$ cat src/hdl/rfc_pkg.sv
// Shared types, constants and the CRC-8 byte update for the frame checker.
`timescale 1ns / 1ps

package rfc_pkg;

    localparam logic [7:0] HEADER_RESET = 8'hAA;
    localparam logic [7:0] CRC_POLY     = 8'h8C;

    localparam int HDR_POS  = 0;
    localparam int KEY1_POS = 1;
    localparam int KEY2_POS = 2;
    localparam int DATA_POS = 3;

    // Two payload banks: one can be drained while the next frame fills the other.
    localparam int          NUM_BANKS = 2;
    localparam int          FREE_W    = $clog2(NUM_BANKS + 1);
    localparam logic [FREE_W-1:0] FREE_ALL = FREE_W'(NUM_BANKS);

    typedef enum logic [1:0] {
        ST_OK  = 2'd0,
        ST_HDR = 2'd1,
        ST_CRC = 2'd2
    } status_t;

    // One frame verdict queued from the front end to the output sequencer.
    typedef struct packed {
        logic    err;
        status_t status;
        logic    bank;
    } cmd_t;

    // Reflected CRC-8, one byte per call.
    function automatic logic [7:0] crc_update(input logic [7:0] crc, input logic [7:0] b);
        logic [7:0] c;
        c = crc ^ b;
        for (int k = 0; k < 8; k++) begin
            if (c[0])
                c = (c >> 1) ^ CRC_POLY;
            else
                c = c >> 1;
        end
        return c;
    endfunction

endpackage

$ cat src/hdl/rfc_front.sv
// Front end: frame tracking, CRC, header check, key descramble and payload writes.
`timescale 1ns / 1ps

module rfc_front
    import rfc_pkg::*;
#(
    parameter int DATA_BYTES = 8,
    parameter int AW         = 4
)
(
    input  logic          clk,
    input  logic          rst_n,
    input  logic          cfg_we,
    input  logic [7:0]    cfg_wdata,
    input  logic          in_valid,
    output logic          in_stall,
    input  logic [7:0]    rx_byte,
    input  logic          frame_start,
    output logic          mem_we,
    output logic [AW-1:0] mem_waddr,
    output logic [7:0]    mem_wdata,
    output logic          cmd_push,
    output cmd_t          cmd_wdata,
    input  logic          cmd_full,
    input  logic          bank_release
);

    localparam int CRC_POS = DATA_POS + DATA_BYTES;
    localparam int PW      = $clog2(CRC_POS + 1);

    logic [7:0]        header_reg;
    logic [PW-1:0]     pos_reg, pos_next;
    logic [7:0]        crc_reg, crc_next;
    logic [7:0]        key_reg, key_next;
    logic              hm_reg, hm_next;
    logic              bank_reg, bank_next;
    logic [FREE_W-1:0] free_reg, free_next;

    logic          accept;
    logic [PW-1:0] pos_eff;
    logic [PW-1:0] data_idx;
    logic [7:0]    crc_step;
    logic          bad;
    logic          take_bank;

    assign in_stall = cmd_full || (free_reg == '0);
    assign accept   = in_valid && !in_stall;
    assign pos_eff  = frame_start ? PW'(HDR_POS) : pos_reg;
    assign data_idx = pos_eff - PW'(DATA_POS);
    assign crc_step = crc_update((pos_eff == PW'(HDR_POS)) ? 8'h00 : crc_reg, rx_byte);
    assign bad      = !hm_reg || (crc_reg != rx_byte);

    assign mem_wdata = rx_byte ^ key_reg;
    assign mem_waddr = bank_reg ? (AW'(DATA_BYTES) + AW'(data_idx)) : AW'(data_idx);

    always_comb
    begin
        pos_next  = pos_reg;
        crc_next  = crc_reg;
        key_next  = key_reg;
        hm_next   = hm_reg;
        mem_we    = 1'b0;
        cmd_push  = 1'b0;
        cmd_wdata.err    = bad;
        cmd_wdata.status = !hm_reg ? ST_HDR : (bad ? ST_CRC : ST_OK);
        cmd_wdata.bank   = bank_reg;
        take_bank = 1'b0;
        if (accept) begin
            if (pos_eff == PW'(HDR_POS)) begin
                crc_next = crc_step;
                hm_next  = (rx_byte == header_reg);
                key_next = 8'h00;
                pos_next = PW'(KEY1_POS);
            end else if (pos_eff < PW'(CRC_POS)) begin
                crc_next = crc_step;
                if (pos_eff == PW'(KEY1_POS) || pos_eff == PW'(KEY2_POS))
                    key_next = key_reg ^ rx_byte;
                else
                    mem_we = 1'b1;
                pos_next = pos_eff + PW'(1);
            end else begin
                // CRC byte: hand the verdict to the back end, claim the bank on success
                cmd_push  = 1'b1;
                take_bank = !bad;
                pos_next  = PW'(HDR_POS);
                crc_next  = 8'h00;
            end
        end
        bank_next = take_bank ? !bank_reg : bank_reg;
        case ({take_bank, bank_release})
            2'b10:   free_next = free_reg - FREE_W'(1);
            2'b01:   free_next = free_reg + FREE_W'(1);
            default: free_next = free_reg;
        endcase
    end

    always_ff @(posedge clk or negedge rst_n)
    begin
        if (!rst_n) begin
            header_reg <= HEADER_RESET;
            pos_reg    <= '0;
            crc_reg    <= '0;
            key_reg    <= '0;
            hm_reg     <= 1'b0;
            bank_reg   <= 1'b0;
            free_reg   <= FREE_ALL;
        end else begin
            if (cfg_we)
                header_reg <= cfg_wdata;
            pos_reg  <= pos_next;
            crc_reg  <= crc_next;
            key_reg  <= key_next;
            hm_reg   <= hm_next;
            bank_reg <= bank_next;
            free_reg <= free_next;
        end
    end

endmodule

$ cat src/hdl/rfc_cmd_fifo.sv
// Two-entry queue of frame verdicts between the front end and the output sequencer.
`timescale 1ns / 1ps

module rfc_cmd_fifo
    import rfc_pkg::*;
(
    input  logic clk,
    input  logic rst_n,
    input  logic push,
    input  cmd_t wdata,
    input  logic pop,
    output cmd_t rdata,
    output logic full,
    output logic empty
);

    cmd_t       entry_reg [2];
    logic       wr_ptr_reg;
    logic       rd_ptr_reg;
    logic [1:0] count_reg, count_next;

    assign full  = (count_reg == 2'd2);
    assign empty = (count_reg == 2'd0);
    assign rdata = entry_reg[rd_ptr_reg];

    always_comb
    begin
        case ({push, pop})
            2'b10:   count_next = count_reg + 2'd1;
            2'b01:   count_next = count_reg - 2'd1;
            default: count_next = count_reg;
        endcase
    end

    always_ff @(posedge clk or negedge rst_n)
    begin
        if (!rst_n) begin
            wr_ptr_reg <= 1'b0;
            rd_ptr_reg <= 1'b0;
            count_reg  <= '0;
        end else begin
            if (push)
                wr_ptr_reg <= !wr_ptr_reg;
            if (pop)
                rd_ptr_reg <= !rd_ptr_reg;
            count_reg <= count_next;
        end
    end

    always_ff @(posedge clk)
    begin
        if (push)
            entry_reg[wr_ptr_reg] <= wdata;
    end

endmodule

$ cat src/hdl/rfc_back.sv
// Back end: payload buffer and the sequencer that drains one result beat per cycle unless stalled.
`timescale 1ns / 1ps

module rfc_back
    import rfc_pkg::*;
#(
    parameter int DATA_BYTES = 8,
    parameter int AW         = 4,
    parameter int IW         = 3
)
(
    input  logic          clk,
    input  logic          rst_n,
    input  logic          mem_we,
    input  logic [AW-1:0] mem_waddr,
    input  logic [7:0]    mem_wdata,
    input  cmd_t          cmd_rdata,
    input  logic          cmd_empty,
    output logic          cmd_pop,
    output logic          bank_release,
    output logic          out_valid,
    input  logic          out_stall,
    output logic [7:0]    data_byte,
    output logic [2:0]    byte_index,
    output logic [1:0]    status,
    output logic          last
);

    localparam int DEPTH = NUM_BANKS * DATA_BYTES;

    logic [7:0] mem [DEPTH];

    logic [IW-1:0] cnt_reg;
    logic          s1_valid_reg;
    logic          s1_err_reg;
    status_t       s1_status_reg;
    logic [IW-1:0] s1_idx_reg;
    logic          s1_last_reg;
    logic [7:0]    rd_data_reg;

    logic          out_valid_reg;
    logic [7:0]    out_data_reg;
    logic [2:0]    out_idx_reg;
    status_t       out_status_reg;
    logic          out_last_reg;

    logic          advance;
    logic          issue;
    logic          final_beat;
    logic [AW-1:0] raddr;

    assign advance    = !out_valid_reg || !out_stall;
    assign issue      = advance && !cmd_empty;
    assign final_beat = (cnt_reg == IW'(DATA_BYTES - 1));
    assign raddr      = cmd_rdata.bank ? (AW'(DATA_BYTES) + AW'(cnt_reg)) : AW'(cnt_reg);

    assign cmd_pop      = issue && (cmd_rdata.err || final_beat);
    assign bank_release = issue && !cmd_rdata.err && final_beat;

    assign out_valid  = out_valid_reg;
    assign data_byte  = out_data_reg;
    assign byte_index = out_idx_reg;
    assign status     = out_status_reg;
    assign last       = out_last_reg;

    always_ff @(posedge clk)
    begin
        if (mem_we)
            mem[mem_waddr] <= mem_wdata;
        if (issue)
            rd_data_reg <= mem[raddr];
    end

    always_ff @(posedge clk or negedge rst_n)
    begin
        if (!rst_n) begin
            cnt_reg       <= '0;
            s1_valid_reg  <= 1'b0;
            out_valid_reg <= 1'b0;
        end else if (advance) begin
            s1_valid_reg  <= issue;
            out_valid_reg <= s1_valid_reg;
            if (issue && !cmd_rdata.err)
                cnt_reg <= final_beat ? '0 : cnt_reg + IW'(1);
        end
    end

    // Payload side of the two stages; qualified by the valid bits above.
    always_ff @(posedge clk)
    begin
        if (advance) begin
            if (issue) begin
                s1_err_reg    <= cmd_rdata.err;
                s1_status_reg <= cmd_rdata.status;
                s1_idx_reg    <= cmd_rdata.err ? '0 : cnt_reg;
                s1_last_reg   <= cmd_rdata.err || final_beat;
            end
            out_data_reg   <= s1_err_reg ? 8'h00 : rd_data_reg;
            out_idx_reg    <= 3'(s1_idx_reg);
            out_status_reg <= s1_status_reg;
            out_last_reg   <= s1_last_reg;
        end
    end

endmodule

$ cat src/hdl/rfid_frame_check_descramble_core.sv
// Top level of the frame checker and payload descrambler.
// Accepts one frame byte per cycle unless stalled; the CRC byte queues the frame's verdict.
// Results leave one beat per cycle when not stalled: eight per good frame, else one error beat.
// Input stalls only while both payload banks hold frames not yet drained or the verdict
// queue (two entries) is full; a frame is twelve bytes long by default.
// Asynchronous active-low reset resets control state and sets the header register to 0xAA.
`timescale 1ns / 1ps

module rfid_frame_check_descramble_core
    import rfc_pkg::*;
#(
    parameter int DATA_BYTES = 8
)
(
    input  logic       clk,
    input  logic       rst_n,
    input  logic       cfg_we,
    input  logic [7:0] cfg_wdata,
    input  logic       in_valid,
    output logic       in_stall,
    input  logic [7:0] rx_byte,
    input  logic       frame_start,
    output logic       out_valid,
    input  logic       out_stall,
    output logic [7:0] data_byte,
    output logic [2:0] byte_index,
    output logic [1:0] status,
    output logic       last
);

    localparam int AW = $clog2(NUM_BANKS * DATA_BYTES);
    localparam int IW = (DATA_BYTES > 1) ? $clog2(DATA_BYTES) : 1;

    logic          mem_we;
    logic [AW-1:0] mem_waddr;
    logic [7:0]    mem_wdata;
    logic          cmd_push;
    logic          cmd_pop;
    logic          cmd_full;
    logic          cmd_empty;
    cmd_t          cmd_wdata;
    cmd_t          cmd_rdata;
    logic          bank_release;

    rfc_front #(
        .DATA_BYTES (DATA_BYTES),
        .AW         (AW)
    ) u_front (
        .clk          (clk),
        .rst_n        (rst_n),
        .cfg_we       (cfg_we),
        .cfg_wdata    (cfg_wdata),
        .in_valid     (in_valid),
        .in_stall     (in_stall),
        .rx_byte      (rx_byte),
        .frame_start  (frame_start),
        .mem_we       (mem_we),
        .mem_waddr    (mem_waddr),
        .mem_wdata    (mem_wdata),
        .cmd_push     (cmd_push),
        .cmd_wdata    (cmd_wdata),
        .cmd_full     (cmd_full),
        .bank_release (bank_release)
    );

    rfc_cmd_fifo u_fifo (
        .clk   (clk),
        .rst_n (rst_n),
        .push  (cmd_push),
        .wdata (cmd_wdata),
        .pop   (cmd_pop),
        .rdata (cmd_rdata),
        .full  (cmd_full),
        .empty (cmd_empty)
    );

    rfc_back #(
        .DATA_BYTES (DATA_BYTES),
        .AW         (AW),
        .IW         (IW)
    ) u_back (
        .clk          (clk),
        .rst_n        (rst_n),
        .mem_we       (mem_we),
        .mem_waddr    (mem_waddr),
        .mem_wdata    (mem_wdata),
        .cmd_rdata    (cmd_rdata),
        .cmd_empty    (cmd_empty),
        .cmd_pop      (cmd_pop),
        .bank_release (bank_release),
        .out_valid    (out_valid),
        .out_stall    (out_stall),
        .data_byte    (data_byte),
        .byte_index   (byte_index),
        .status       (status),
        .last         (last)
    );

`ifndef NO_ASSERTIONS
    a_err_beat_shape: assert property (@(posedge clk) disable iff (!rst_n)
        out_valid && (status != ST_OK) |-> last && (data_byte == 8'h00) && (byte_index == 3'd0))
        else $error("error beat is not a lone zero beat");

    a_no_push_full: assert property (@(posedge clk) disable iff (!rst_n)
        cmd_push |-> !cmd_full)
        else $error("verdict pushed into a full queue");

    a_no_pop_empty: assert property (@(posedge clk) disable iff (!rst_n)
        cmd_pop |-> !cmd_empty)
        else $error("verdict popped from an empty queue");

    a_release_is_pop: assert property (@(posedge clk) disable iff (!rst_n)
        bank_release |-> cmd_pop && !cmd_rdata.err)
        else $error("payload bank released outside the last beat of a good frame");
`endif

endmodule
$ cat config.mk
export PLATFORM = sky130hd
export DESIGN_NAME = rfid_frame_check_descramble_core
export DESIGN_NICKNAME = d
export VERILOG_FILES = /design/src/hdl/rfc_pkg.sv /design/src/hdl/rfc_front.sv /design/src/hdl/rfc_cmd_fifo.sv /design/src/hdl/rfc_back.sv /design/src/hdl/rfid_frame_check_descramble_core.sv
export SDC_FILE = /design/constraint.sdc
export NUM_CORES = 1
export LEC_CHECK = 0
export BUFFER_PORTS_ARGS = -buffer_cell sky130_fd_sc_hd__buf_4
export CAP_MARGIN = 15
export CORE_ASPECT_RATIO = 1.1
export CORE_MARGIN = 2
export CORE_UTILIZATION = 35
export CTS_BUF_LIST = sky130_fd_sc_hd__clkbuf_2 sky130_fd_sc_hd__clkbuf_4 sky130_fd_sc_hd__clkbuf_8
export DETAILED_ROUTE_END_ITERATION = 10
export GPL_ROUTABILITY_DRIVEN = 0
export GPL_TIMING_DRIVEN = 0
export PLACE_DENSITY = 0.51
export SLEW_MARGIN = 20
export SYNTH_ARGS = -nofsm -noshare
export SYNTH_HDL_FRONTEND = slang
export SYNTH_SLANG_ARGS = --single-unit
$ cat constraint.sdc
create_clock -name clk -period 2.9 [get_ports clk]
set_input_delay 0.29 -clock clk [delete_from_list [all_inputs] [get_ports clk]]
set_output_delay 0.29 -clock clk [all_outputs]
set_load 0.005 [all_outputs]
* Yosys cells after proc, flatten, opt, wreduce, memory -nomap -nowiden
Memories as Yosys holds them, arrays and structs flattened. A register that Yosys moved wholly into a read port is not among the register bits.
Index checks and enable logic that the tools add are counted.
** Word-level totals
- Register bits after elaboration :: 62
- RAM bits :: 136
- Input port bits :: 22
- Word-level logic and storage cells :: 122
- Memories :: 2
** Memory list
- u_back.mem :: words 16, width 8, rd ports 1, clocked after Yosys merged registers in 1, wr ports 1, RTL line rfc_back.sv:31 : logic [7:0] mem [DEPTH];
- u_fifo.entry_reg :: words 2, width 4, rd ports 1, clocked after Yosys merged registers in 0, wr ports 1, RTL line rfc_cmd_fifo.sv:17 : cmd_t entry_reg [2];
** Cells by class
- Add/sub/neg operators :: 9
- Magnitude comparators :: 1
- Eq/ne operators :: 10
- Mux-type cells :: 38
- Bitwise operators :: 10
- Reduce and logical (&&, ||, !) cells :: 31
** Operators by type and width (count)
- 8-bit two-way mux :: 14
- 2-bit NOT with 3-bit output :: 8
- 4-bit two-way mux :: 5
- 8-bit bitwise XOR :: 2
- 1-bit two-way mux :: 14
- 1-bit logical NOT :: 10
- 8-bit == test :: 1
- 8-bit != test :: 1
- 2-bit one-hot mux with 2 select lines :: 2
- 2-bit nonzero test :: 4
- 2-bit == test (second input constant) :: 3
- 2-bit AND reduction :: 3
- 1-bit logical AND :: 5
- 1-bit logical OR :: 5
- 2-bit by 1-bit adder with 2-bit output (second input constant) :: 2
- 4-bit by 1-bit adder with 4-bit output (second input constant) :: 1
- 4-bit by 3-bit adder with 4-bit output (first input constant) :: 1
- 4-bit adder (first input constant) :: 1
- 2-bit by 1-bit == test with 1-bit output (second input constant) :: 2
- 4-bit by 1-bit == test with 1-bit output (second input constant) :: 1
- 4-bit by 2-bit == test with 1-bit output (second input constant) :: 1
- 2-bit logical NOT :: 2
- 4-bit logical NOT :: 1
- 4-bit < comparator (second input constant) :: 1
- 7 further kinds :: 9

* Logic depth before layout (Yosys ltp)
Gate-level depths: netlist (run 1).
- Word-level depth :: 22
- Mapped depth :: 11

* Modules after synthesis
Synthesis (run 1) repeated with hierarchy kept, for this count alone.
** Unflattened totals
- Cell total of the unflattened synthesis :: 523
- Area total of the unflattened synthesis :: 8729.6 um^2
** By module, submodules not included
- rfc_back :: times used 1, cells each 284, area an instance 6140.9 um^2, sequential area each 4839.6 um^2
- rfc_front :: times used 1, cells each 211, area an instance 2117.0 um^2, sequential area each 807.0 um^2
- rfc_cmd_fifo :: times used 1, cells each 28, area an instance 471.7 um^2, sequential area each 340.3 um^2

* Worst setup path before layout (run 1)
No wires, ideal clock.
- Kind :: register to register
- From :: reg u_front.pos_reg[0]
- To :: mem u_back.mem[13][0] (enable)
- Arrival :: 1912 ps
- Setup slack :: 618 ps
- Stages on the path, launching flop included :: 11
- Path through :: dfrtp_1 nand2b_1 inv_1 ha_1 nor2_1 or3b_2 nand2b_1 buf_4 nor2_1 nand2_1 nor2_1
** Between the ends
- Cells in the longest elaborated chain, start to end :: 9
- Elaborated cells on any way between the ends :: 15
** RTL lines
- start, declared :: RTL line rfc_front.sv:32 : logic [PW-1:0] pos_reg, pos_next;
- start signal, assigned :: RTL line rfc_front.sv:110 : pos_reg <= pos_next;
- 4-bit two-way mux * :: RTL line rfc_front.sv:48 : assign pos_eff = frame_start ? PW'(HDR_POS) : pos_reg;
- parallel branches: the longest is 8 deep, another holds 4-bit by 2-bit subtractor with 4-bit output
- end, declared :: RTL line rfc_back.sv:31
Every way passes the cells marked *.

* Worst setup path in the final report (run 1)
- From :: reg u_front.pos_reg[1]
- To :: mem u_back.mem[0][7] (enable)
Same word-level chain as after synthesis.

==> results of run 1 <==
-- timing repair --
item | CTS | global route
endpoints found under the setup margin | 47 | 124
endpoints found under the hold margin | 45 | 0
hold buffers | 10 | 0
resized for setup | 4 | 27
-- stage by stage --
| step | setup TNS [ps] | worst slack, ps |
|---|---|---|
| 2_1_floorplan | 0 | 617.7 |
| 3_3_place_gp | -2729 | -95.84 |
| 3_5_place_dp | -4798 | -119.8 |
| 4_1_cts | -791.0 | -48.60 |
| 5_1_grt | -311.1 | -41.56 |
| 6_report | 0 | 208.4 |
-- worst max-delay path, cell delays in order, from the launching register on --
cell and delay [ps]:
dfrtp_1 370, nor2b_1 250, inv_1 120, ha_1 200, clkbuf_2 210, o31ai_1 350
nand3_1 310, nor2_2 520
-- final cells by class --
type	count	area share (%)
sequential	206	58.35
multi-input combinational	277	25.78
clock buffer	53	6.133
tap	310	3.780
timing repair buffer	43	3.390
clock inverter	11	0.9877
buffer	22	0.9633
inverter	17	0.6219
-- final timing paths --
kind	endpoint	slack, ps
min in group asynchronous	u_back.out_valid	310
setup reg to reg	u_back.mem[0][7]	210
max in group asynchronous	u_front.header_reg[5]	2190
setup / recovery	u_back.mem[0][7]	210
hold / removal	u_front.pos_reg[3]	210
hold reg to reg	u_back.byte_index[0]	420
-- cell families after synthesis --
family / Yosys count / synth area share (%)
fa+ha+maj: 8 / 1.160
buf+inv: 39 / 1.885
mux: 55 / 11.21
flops: 206 / 69.38
simple gates: 98 / 5.437
xor+xnor: 63 / 6.873
compound gates: 53 / 4.060
-- synth_stat cells (2+ instances only) --
| cell | instances | share of area (%) |
|---|---|---|
| mux2_2 | 13 | 1.7 |
| o41ai_1 | 2 | 0.20 |
| o31ai_1 | 4 | 0.35 |
| o21ai_0 | 18 | 1.0 |
| mux4_2 | 32 | 8.4 |
| buf_2 | 6 | 0.35 |
| nand4_1 | 4 | 0.29 |
| nor2b_1 | 17 | 1.2 |
| nand3_1 | 11 | 0.64 |
| inv_1 | 17 | 0.74 |
| nor2_1 | 26 | 1.1 |
| xor2_1 | 19 | 1.9 |
| a21oi_1 | 10 | 0.58 |
| nor3_1 | 2 | 0.12 |
| nand2b_1 | 4 | 0.29 |
| nand2_1 | 27 | 1.2 |
| xnor2_1 | 41 | 4.2 |
| a211oi_1 | 8 | 0.70 |
| dfstp_2 | 5 | 1.5 |
| buf_1 | 3 | 0.13 |
| and2_1 | 4 | 0.29 |
| dfrtp_1 | 36 | 10 |
| a21boi_0 | 3 | 0.26 |
| mux2i_1 | 10 | 1.2 |
| edfxtp_1 | 165 | 57 |
| ha_1 | 8 | 1.2 |
| a21boi_1 | 2 | 0.17 |
| clkbuf_1 | 10 | 0.44 |
| buf_4 | 2 | 0.17 |
-- metal layers --
metal  vias up  track usage, %  wire (µm)  part of all wire, %
met5         -               0          0                    0
met4         0           4.707        464                  2.6
met3        38           3.200        912                  5.1
met2       109           23.52       8704                   49
met1      2292           17.91       7650                   43
li1       2113               -          -                    -
-- power breakdown --
group	internal, mW	switching [mW]	total (mW)	leakage [nW]
Clock	1.57	1.14	2.71	0.379
Sequential	3.88	0.235	4.12	2.01
Combinational	1.31	1.63	2.94	1.15
==> qor.txt, run 1 <==
dpl hpwl = 11,730 µm
Die Area = 25,930 µm²
Worst Tran Pin Value = 895.7 ps
Largest Register = u_back.mem
TritonCTS Buffers = 36
Cells after Synth = 522
Final Routed Wirelength = 17,730 µm
vias in the first global route = 4,772
largest net degree at the start of global routing = 42
sequential area share after synthesis = 69.38%
hold path startpoint = frame_start
commonest non-fill, non-tap cell in the layout = edfxtp_1
Longest Clk Path Bufs = 3
register area = 5987 µm²
Design Area, Final = 10,260 µm²
DIE WIDTH = 153.7 µm
initial antenna violation count = 0
H-tree depth = 2
Final Cycle Share = 92.81%
Synth Register Bits = 206
unrepaired setup endpoints after global routing = true
fin crit period = 2692 ps
DRT Pass-1 Iters = 4
post-synthesis cell type count = 42
CTS sink cnt = 206
area grow syn2layout = 18.91%
syn nets = 552
Yosys Warn Count = 0
antenna-violating nets left = 0
first-pass GRT wire length = 27,520 µm
setup violators final = 0
drt wl/cell = 18.88 µm
CTS tree = yes
Core Rows = 60
Power, Total = 9.761 mW
VDD IR max = 0.3097 mV
Die Ht = 168.7 µm
Vias = 4,552
Post-synth ARST share = 19.90%
clk slew on worst S/H paths = 60 ps
Vias per Instance = 4.848
Pleak = 3.539 nW
WP data arrival = 2860 ps
diode count = 0
EDFF count, synth = 165
outcome = complete, no violations
most frequent cells in the layout = edfxtp_1, xnor2_1, clkbuf_8
residual DRC count = 0
CP Class = reg2reg
CTS root buf = clkbuf_8
Overflow after GRT = 0
multi-input logic area = 2645 µm²
max-cap viol count = 0
Synth Cell Area = 8630 µm²
Hold/Removal Path Class = in2reg
Hold Path Depth = 4
Startpoint Class = flop
Final Hold Viols = 0
worst path required time = 3060 ps
post-CTS setup buffer count = 0
Nets = 633
Filler cells = 2,198
# port buffers = 33
Slew HR = 40.24%
Post-Route Utilization = 42.19%
Worst Clk Skew = 32.33 ps
worst setup path start = u_front.pos_reg[1]
CP max FO = 9
# placed instances = 865
max FFs per register = 128
Placed Instance Area = 9318 µm²
gr usage total = 13.96%
Finished Layout Cells = 939
share of layout cells above drive strength 1 = 28.78%
FF-to-FF Start = u_front.pos_reg[1]
CORE AREA = 24,320 µm²
Ports = 38
worst reg2reg path depth = 7
Crit. End Element = flop
Skew-Pair Late Insertion Delay = 530 ps
Initial Utilization = 35.48%
cell area power density = 951.3 nW/µm²
Fin Hold WS = 211.1 ps
max-slew violation count = 0
most common flop cell mapped by yosys = edfxtp_1
Max Freq = 0.3715 GHz
synthesized area per cell = 16.53 µm²
initial drt markers = 219
(Power assumes the default switching activity.)
==> inputs of run 2 (changes only) <==
- CTS_CLUSTER_SIZE: default -> 24
- PLACE_DENSITY: 0.51 -> 0.53
- clock period: 2.9 -> 2.3 ns (I/O delays scaled with it)
==> qor.txt, run 2 (synthesized netlist as in run 1, its figures left out) <==
drt wl/cell = 18.91 µm
Hold/Removal Path Class = in2reg
Die Ht = 168.7 µm
hold path startpoint = frame_start
Final Routed Wirelength = 18,360 µm
Longest Clk Path Bufs = 3
CTS root buf = clkbuf_8
Die Area = 25,930 µm²
Worst Clk Skew = 23.55 ps
Core Rows = 60
worst reg2reg path depth = 11
max-cap viol count = 0
diode count = 0
first-pass GRT wire length = 29,370 µm
TritonCTS Buffers = 36
max incr delay on CP = 430 ps
max FFs per register = 128
CP Class = reg2reg
Slew HR = 40.13%
Hold Path Depth = 4
Design Area, Final = 10,870 µm²
Skew-Pair Late Insertion Delay = 520 ps
antenna-violating nets left = 0
initial antenna violation count = 0
FF-to-FF Start = u_front.pos_reg[1]
H-tree depth = 2
CP max FO = 5
CP max stage cell = or3b_4
vias in the first global route = 5,200
CTS sink cnt = 206
CTS tree = yes
Placed Instance Area = 9303 µm²
Final Hold Viols = 0
Startpoint Class = flop
area grow syn2layout = 25.97%
Finished Layout Cells = 971
Vias = 4,698
CORE AREA = 24,320 µm²
Largest Register = u_back.mem
setup violators final = 0
DIE WIDTH = 153.7 µm
worst path required time = 2570 ps
clk slew on worst S/H paths = 60 ps
Min-Delay Endpoint = u_front.pos_reg[3]
most frequent cells in the layout = edfxtp_1, buf_4, xnor2_1
WP data arrival = 2470 ps
setup TNS after final layout = 0 ps
worst setup path start = u_front.pos_reg[1]
share of layout cells above drive strength 1 = 36.01%
largest net degree at the start of global routing = 42
# port buffers = 33
Crit. End Element = flop
fin crit period = 2199 ps
CP Cell Sequence = nor2b_4 -> ha_4 -> nor2_4 -> or3b_4 -> nand2b_4 -> buf_6 -> inv_1 -> nand3_2 -> buf_6 -> nor2_4 -> buf_4
initial drt markers = 227
Vias per Instance = 4.838
r2r endpoint = u_back.mem[4][2]
Max Freq = 0.4547 GHz
Overflow after GRT = 0
CP delay by family, top = simple AND/OR/NAND/NOR gates
cell area power density = 1153 nW/µm²
FF-to-FF setup slack = 100 ps
Ports = 38
# placed instances = 865
DRT Pass-1 Iters = 6
Worst Tran Pin Value = 897.4 ps
WP buf/inv = 4
Initial Utilization = 35.48%
residual DRC count = 0
VDD IR max = 0.5056 mV
outcome = complete, no violations
Nets = 666
commonest non-fill, non-tap cell in the layout = edfxtp_1
Fin Hold WS = 135.0 ps
max-slew violation count = 0
dpl hpwl = 11,780 µm
gr usage total = 14.69%
Pleak = 3.833 nW
Final Cycle Share = 95.62%
run 2: cell type report:
class / count / area, µm²
Buffer: 21 / 120.1
Inverter: 17 / 63.81
Clock inverter: 13 / 116.4
Timing Repair Buffer: 77 / 779.5
Sequential cell: 206 / 5987
Clock buffer: 50 / 600.6
Fill cell: 2178 / 13450
Tap cell: 310 / 387.9
Multi-Input combinational cell: 277 / 2815
run 2: metrics by stage:
step	utilization, %	setup slack, ps	power [mW]
after detailed placement	38.25	-708.1	8.966
after floorplan	-	17.73	7.781
after CTS	44.16	20.24	12.63
after global placement	38.09	-648.6	8.844
after global routing	44.69	-7.797	13.28
final	44.69	100.8	12.53
run 2: worst register-to-register path: stages, from the launching register on:
cell and delay [ps]:
dfrtp_1 380, nor2b_4 200, ha_4 160, nor2_4 30, or3b_4 430, nand2b_4 100
buf_6 140, inv_1 70, nand3_2 80, buf_6 160, nor2_4 50, buf_4 160
run 2: how the worst max path moves through the flow:
stage	end	slack, ps	depth (start not counted)
after floorplan	u_back.mem[13][0]	20	10
after global placement	u_back.mem[4][0]	-650	7
after detailed placement	u_front.free_reg[1]	-710	8
after CTS	u_back.rd_data_reg[2]	20	6
after global routing	u_fifo.count_reg[1]	-8	10
final	u_back.mem[4][2]	100	11
run 2: what timing repair did:
action	CTS	global route
cloned	0	1
resized for setup	67	12
setup buffers	29	4
pin swaps	22	7
hold endpoints to repair	45	0
hold buffers	10	0
setup endpoints to repair	157	144
run 2: routing by layer:
layer / global-route usage [%] / part of all wire, % / vias up
met5: 0 / 0 / -
met1: 18.13 / 42 / 2392
met3: 3.098 / 4.1 / 34
li1: - / - / 2175
met2: 25.95 / 52 / 97
met4: 4.547 / 1.9 / 0
run 2: where the power goes:
group          switching (mW)  leakage [nW]  internal [mW]
logic                    2.13          1.45           1.84
clock network            1.45         0.374           1.92
registers               0.302          2.01           4.90
